==> config.mk <==
export PLATFORM = sky130hd
export DESIGN_NAME = rpa_ram
export DESIGN_NICKNAME = d
export VERILOG_FILES = /design/src/rtl/rpa_ram.sv
export SDC_FILE = /design/constraint.sdc
export NUM_CORES = 1
export LEC_CHECK = 0
export BUFFER_PORTS_ARGS = -buffer_cell sky130_fd_sc_hd__buf_2
export CAP_MARGIN = 30
export CORE_UTILIZATION = 50
export CTS_BUF_LIST = sky130_fd_sc_hd__clkbuf_2 sky130_fd_sc_hd__clkbuf_4 sky130_fd_sc_hd__clkbuf_8
export CTS_CLUSTER_DIAMETER = 60
export DETAILED_ROUTE_END_ITERATION = 6
export HOLD_SLACK_MARGIN = 0.03
export PLACE_DENSITY = 0.63
export SYNTH_ARGS = -nofsm -noshare
export SYNTH_HDL_FRONTEND = slang
export SYNTH_SLANG_ARGS = --single-unit
==> constraint.sdc <==
create_clock -name clk -period 2.6 [get_ports clk]
set_input_delay 0.52 -clock clk [delete_from_list [all_inputs] [get_ports clk]]
set_output_delay 0.52 -clock clk [all_outputs]
set_load 0.005 [all_outputs]
==> src/rtl/rpa_ram.sv <==
// rpa_ram: generic single write port ram with registered read
`timescale 1ns / 1ps

module rpa_ram #(
  parameter int WIDTH = 8,
  parameter int DEPTH = 16,
  localparam int AW = $clog2(DEPTH)
) (
  input  logic             clk,
  input  logic             we,
  input  logic [AW-1:0]    waddr,
  input  logic [WIDTH-1:0] wdata,
  input  logic             re,
  input  logic [AW-1:0]    raddr,
  output logic [WIDTH-1:0] rdata
);

  logic [WIDTH-1:0] mem [DEPTH];

  always_ff @(posedge clk) begin
    if (we) begin
      mem[waddr] <= wdata;
    end
    if (re) begin
      rdata <= mem[raddr];
    end
  end

endmodule

Yosys cells after proc, flatten, opt, wreduce, memory -nomap -nowiden
Memories as Yosys holds them, arrays and structs flattened. A register that Yosys moved wholly into a read port is not among the register bits.
Cells that the tools add are included.
{"block": "word_totals", "mem_count": 1, "output_inout_bits": 8, "mem_bits_rw": 128, "wordCells": 3, "input_bits": 19, "register_bits": 0}
{"name": "mem", "words": 16, "width": 8, "read_ports": 1, "rd_ports_with_merged_regs": 1, "wr": 1, "line": "18", "rtl": "logic [WIDTH-1:0] mem [DEPTH];"}
{"block": "op_classes", "muxes": 2}
{"operator": "1-bit 2-to-1 mux", "n": 2}

Longest topological paths before layout
Gate-level depths: netlist of run 1.
{"block": "logic_depth", "depth_word": 2, "mapped_depth": 5}

Least setup slack after synthesis of run 1
Ideal clock, no wire load.
{"block": "synth_path", "kind": "in2reg", "start": "input waddr[2]", "end": "memory mem[0][0], enable pin", "arrival_ns": 1.630, "n_path_buf": 0, "t_required_ns": 2.217, "setup_slack_ns": 0.587, "path_stages": 2, "cell_sequence": "or3b_2 > nor3_1"}
{"element": "start: declaration", "line": "11", "rtl": "input logic [AW-1:0] waddr,"}
{"element": "end: declaration", "line": "18"}
No word-level cell before the write port.

==> results by group, run 1 <==
Clocking
  • Post-CTS Resized: 0
  • Max Root-Sink Buffers: 2
  • CTS clk-pin slew, worst paths: 0.07 ns
  • Setup Buffers After CTS: 0
  • # hold bufs at CTS: 0
  • CTS tree: done
  • Clock Latency Late Sink: 0.43 ns
  • CTS sink count: approximately 140
  • TritonCTS Buffers: 17
  • H-Tree Depth: 4
  • Root Driver: clkbuf_8

Critical path
  • FF-to-FF path depth: 3
  • Worst R2R End: rdata[1]$_DFFE_PP_
  • CP endpoint: rdata[0]$_DFFE_PP_
  • Worst r2r src: mem[9][1]$_DFFE_PP_
  • CP startpoint kind: input pin
  • CP Max Fanout: 20
  • CP Capture Type: flop
  • Kind of critical path: input pin to flop
  • Worst EP arrival: between 1.5 and 2 ns
  • Slack of the worst reg-to-reg path: 1.08 ns
  • WP data required: roughly 2.8 ns
  • CP startpoint: raddr[1]

Placed design
  • HPWL after DPL: ~6200 um
  • GPL Wtd Cong: between 0.6 and 0.7
  • IO Port Bufs: 26

Detailed routing
  • Initial drt markers: 107
  • Post-Route WL: ~10000 um
  • Vias per cell: approximately 5.6
  • Via count: about 2400
  • Routed wire per std cell: between 20 and 25 um
  • DRC viols: 0
  • DRT Pass-1 Iters: 5
  • DRT antenna net count: 0

Synthesis
  • Yosys top cell area share: 0.781
  • Synth cell types: 18
  • Area leader, netlist: edfxtp_1
  • Post-Syn Area per Cell: ~23 um2
  • FF+latch count, synth: ~140
  • YS warnings: 0
  • Synth Net Count: ~250
  • Post-synthesis cell count: 229
  • Netlist Area Pre-Place: between 5000 and 6000 um2
  • Largest cells by area after synthesis: edfxtp_1 78%, mux4_2 7.8%, mux4_1 7.0%, a22oi_1 2.3%, nor2_1 0.93%
  • Sequential area share after synthesis: 0.781

Floorplan
  • Core area: about 10000 um2
  • Row cnt: 36
  • I/O pins: 27
  • Die Span X: 104 um
  • Vert. Die Dim: between 100 and 150 um
  • Initial Util: 0.525
  • Die area: 10900 um2

STA
  • Max transition margin: 0.436
  • Fin. Hold Viols: 0
  • # setup viols final: 0
  • Final period util: 0.682
  • Fin Setup TNS: 0 ns
  • Max Slew Vio Count: 0
  • Worst clock skew: roughly 0.0063 ns
  • RSZ-0062 raised after global routing: false
  • Min cycle time layout: around 1.8 ns
  • Hold slack: around 0.47 ns
  • Max Freq: roughly 560 MHz
  • Worst Tran Pin Value: ~0.84 ns

Final layout
  • Antenna diode count: 0
  • # nets final: 303
  • Area grow syn2layout: 13.2%
  • Commonest non-fill, non-tap cell in the layout: edfxtp_1
  • FILL cells: approximately 740
  • Commonest non-fill, non-tap cells in the layout: 136 x edfxtp_1, 26 x buf_2, 19 x buf_4
  • Layout cells sized above 1: 0.311

Global route
  • First-pass GRT wire length: ~15000 um
  • Gr ovfl total: 0
  • Initial antenna violation count: 1
  • Largest net degree at the start of global routing: 33
  • GRT Total Usage: 0.199
  • Vias in the first global route: roughly 2500

Power
  • Worst IR drop on VDD: around 0.29 mV
  • P_leak: roughly 2 nW
  • PwrDens: roughly 690 nW/um2

Worst hold path
  • Min-delay worst type: input pin to flop
  • WHS Path Cells: 1

Run
  • Max Cap Violations: 0

Run status
  • Status: complete, no violations
[critical path: stages]
cell	delay (ns)
buf_2	0.42
buf_4	0.29
mux4_2	0.32
a22oi_1	0.30
nand2_1	0.08
[cells in the mapped netlist, drive strengths merged]
library cell / n
edfxtp: 136
mux4: 32
a22oi: 16
nor2: 13
nand2: 9
buf: 7
nor3: 4
clkdlybuf4s25: 3
nand2b: 2
nand3b: 2
and2: 1
and2b: 1
nand3: 1
nor2b: 1
or3b: 1
[state kept, by name (all words and copies together) (netlist names)]
register and cells:
mem 128, rdata 8
[metal layers]
metal	wire length (um)	global-route usage	vias up	share of wire
met5	8	0	-	0.00080
met4	115	0.0735	2	0.012
met2	5010	0.309	62	0.50
met1	4330	0.268	1259	0.43
met3	489	0.0633	13	0.049
li1	-	-	1085	-
[cells by family after synthesis]
family / after synthesis / share of synthesized area
AO/OA/AOI/OAI: 16 / 0.0230
buffers and inverters: 10 / 0.0165
flip-flops: 136 / 0.781
multiplexers: 32 / 0.148
AND/OR/NAND/NOR: 35 / 0.0314
[power by group]
part,internal [mW],total (mW),switching [mW]
Combinational,0.0952,0.221,0.126
Sequential,2.47,2.48,0.0127
Clock,0.708,1.39,0.687
[area by class of cell]
class / instances / area, um2 / area share
repair buffers: 46 / 293 / 0.0495
clock inverters: 7 / 30.0 / 0.00508
multi-input cells: 83 / 1060 / 0.179
well taps: 133 / 166 / 0.0281
clock buffers: 24 / 287 / 0.0484
flip-flops and latches: 136 / 4080 / 0.690
[stage by stage]
stage / cell area [um2] / total power, mW / worst slack (ns) / utilization / cells
global placement: 5600 / 2.75 / 0.351 / 0.563 / 398
floorplan: 5230 / 2.65 / 0.587 / - / 229
global route: 5920 / 4.24 / 0.757 / 0.594 / 429
detailed placement: 5600 / 2.76 / 0.347 / 0.563 / 398
finish: 5920 / 4.10 / 0.827 / 0.594 / 429
CTS: 5920 / 4.14 / 0.796 / 0.594 / 429
[worst min path at each step]
stage	startpoint	end	slack, ns
after global placement	mem[4][0]$_DFFE_PP_	rdata[0]$_DFFE_PP_	0.72
final	wdata[2]	mem[7][2]$_DFFE_PP_	0.47
after CTS	wdata[2]	mem[12][2]$_DFFE_PP_	0.44
after global routing	re	rdata[2]$_DFFE_PP_	0.45
after floorplan	wdata[0]	mem[0][0]$_DFFE_PP_	0.62
after detailed placement	mem[7][0]$_DFFE_PP_	rdata[0]$_DFFE_PP_	0.73
Power figures use the tool's default switching activity.
==> run 2: changes to the inputs <==
clock period = 1.7 ns   (was 2.6 ns; I/O delays follow)
==> results by group, run 2 (synthesis results as in run 1) <==
Clocking
  • Setup Buffers After CTS: 0 (unchanged)
  • Max Root-Sink Buffers: 2 (unchanged)
  • H-Tree Depth: 4 (unchanged)
  • TritonCTS Buffers: 17 (unchanged)
  • # hold bufs at CTS: 0 (unchanged)
  • Clock Latency Late Sink: 0.41 ns (-0.02 ns)
  • Post-CTS Resized: 0 (unchanged)
  • CTS clk-pin slew, worst paths: 0.07 ns (about the same)
  • CTS sink count: 136 (unchanged)
  • Root Driver: clkbuf_8
  • CTS tree: done

Final layout
  • Biggest register: mem
  • Antenna diode count: 0 (unchanged)
  • Commonest non-fill, non-tap cells in the layout: 136 x edfxtp_1, 26 x buf_2, 19 x buf_4
  • Commonest non-fill, non-tap cell in the layout: edfxtp_1
  • Final core utilization: 0.606 (+0.0113)
  • Top Registers: mem x128, rdata x8
  • Max reg flops: 128 (unchanged)
  • Final Non-Filler Cells: 432 (+0.70%)
  • # nets final: 306 (+0.99%)
  • Area grow syn2layout: 15.3%
  • Layout cells sized above 1: 0.328 (+0.0169)
  • FILL cells: 700 (-5.3%)

Run
  • Max Cap Violations: 0 (unchanged)

Floorplan
  • Initial Util: 0.525 (unchanged)
  • Die area: 10900 um2 (unchanged)
  • Core area: 9950 um2 (unchanged)
  • Row cnt: 36 (unchanged)
  • I/O pins: 27 (unchanged)
  • Die Span X: 104 um (unchanged)
  • Vert. Die Dim: 104 um (unchanged)

STA
  • Worst clock skew: 0.00659 ns (+0.000260 ns)
  • RSZ-0062 raised after global routing: false
  • # setup viols final: 0 (unchanged)
  • Fin. Hold Viols: 0 (unchanged)
  • Worst Tran Pin Value: 0.673 ns (-0.170 ns)
  • Min cycle time layout: between 1.5 and 2 ns
  • Max Freq: approximately 660 MHz
  • Max transition margin: 0.550 (+0.115)
  • Final period util: 0.892
  • Max Slew Vio Count: 0 (unchanged)

Detailed routing
  • DRC viols: 0 (unchanged)
  • Post-Route WL: 10000 um (+0.58%)
  • DRT Pass-1 Iters: 4 (-1)
  • DRT antenna net count: 0 (unchanged)
  • Routed wire per std cell: 23.2 um (-0.12%)
  • Initial drt markers: 172 (+61%)
  • Via count: 2476 (+2.3%)
  • Vias per cell: 5.73 (+1.6%)

Global route
  • Gr ovfl total: 0 (unchanged)
  • First-pass GRT wire length: 15100 um (+2.4%)
  • Largest net degree at the start of global routing: 17 (-48%)
  • Initial antenna violation count: 0 (-1)
  • GRT Total Usage: 0.202 (+0.00263)
  • Vias in the first global route: 2530 (+0.68%)

Power
  • P_leak: 2.04 nW (+2.2%)
  • Switch Pwr: 1.35 mW (+64%)
  • Sw frac: 0.205 (+0.00343)
  • Pint: 5.25 mW (+61%)
  • Combinational Power Share: 0.056 (+0.002)
  • PwrDens: 1100 nW/um2 (+58%)
  • Worst IR drop on VDD: 0.482 mV (+66%)
  • Reg power frac: 0.574 (-0.032)
  • Clk pwr share: 0.370 (+0.030)

Critical path
  • CP Max Fanout: 1 (-95%)
  • Kind of critical path: flop to flop
  • WP data required: 1.86 ns (-0.91 ns)
  • FF-to-FF path depth: 3 (unchanged)
  • Worst EP arrival: 1.68 ns (-0.26 ns)
  • CP startpoint kind: flop
  • CP Capture Type: flop

Placed design
  • HPWL after DPL: 6390 um (+3.6%)
  • GPL Wtd Cong: 0.730 (+7.1%)
  • Placed instance count: 401 (+0.75%)
  • IO Port Bufs: 26 (unchanged)

Worst hold path
  • WHS Path Cells: 1 (unchanged)
  • Min-delay worst type: input pin to flop

Run status
  • Status: complete, no violations
[run 2: cell count changes in the layout (fill, tap and decap cells not counted)]
cell and delta:
buf_12 +3, clkinv_1 -2, nor3_1 -1, clkbuf_4 -4, clkinvlp_4 +2, bufinv_16 +2
clkinv_2 +2, nor3_2 +1
[run 2: layer usage]
metal  vias to the layer above  wire, um  global-route usage
li1                       1100         -                   -
met1                      1286      4780               0.293
met2                        79      4550               0.293
met3                        11       548              0.0602
met4                         0       123              0.0704
met5                         -         0                   0
[run 2: layout make-up]
| type | count | area (um2) | area share |
|---|---|---|---|
| clock inverter | 11 | 108 | 0.0178 |
| sequential | 136 | 4080 | 0.677 |
| tap | 133 | 166 | 0.0276 |
| timing repair buffer | 49 | 353 | 0.0585 |
| multi-input combinational | 83 | 1060 | 0.176 |
| clock buffer | 20 | 256 | 0.0425 |
[run 2: final timing paths]
path | startpoint | slack, ns | endpoint
worst max-delay path | mem[5][3]$_DFFE_PP_ | 0.18 | rdata[3]$_DFFE_PP_
worst min-delay path | re | 0.28 | rdata[1]$_DFFE_PP_
worst max register to register | mem[5][3]$_DFFE_PP_ | 0.18 | rdata[3]$_DFFE_PP_
worst min register to register | mem[12][7]$_DFFE_PP_ | 0.76 | rdata[7]$_DFFE_PP_
[run 2: worst max-delay path, stage by stage, from the launching register on]
cell and delay [ns]:
edfxtp_1 0.36, mux4_1 0.56, a22oi_1 0.26, nand2_1 0.09
[run 2: through the flow]
step / area [um2] / TNS, ns / hold WS [ns] / setup WS, ns / power, mW
global placement: 5670 / -1.34 / 0.705 / -0.235 / 4.23
detailed placement: 5670 / -1.31 / 0.702 / -0.220 / 4.24
CTS: 6030 / 0 / 0.253 / 0.182 / 6.66
floorplan: 5230 / 0 / 0.439 / 0.0776 / 4.05
finish: 6030 / 0 / 0.280 / 0.183 / 6.61
global route: 6030 / 0 / 0.262 / 0.0933 / 6.83
[run 2: power groups by stage]
stage	clock network, mW	registers [mW]	logic [mW]
3_3_place_gp	0	3.87	0.367
6_report	2.45	3.79	0.368
4_1_cts	2.49	3.79	0.373
3_5_place_dp	0	3.87	0.371
2_1_floorplan	0	3.86	0.191
5_1_grt	2.64	3.80	0.395
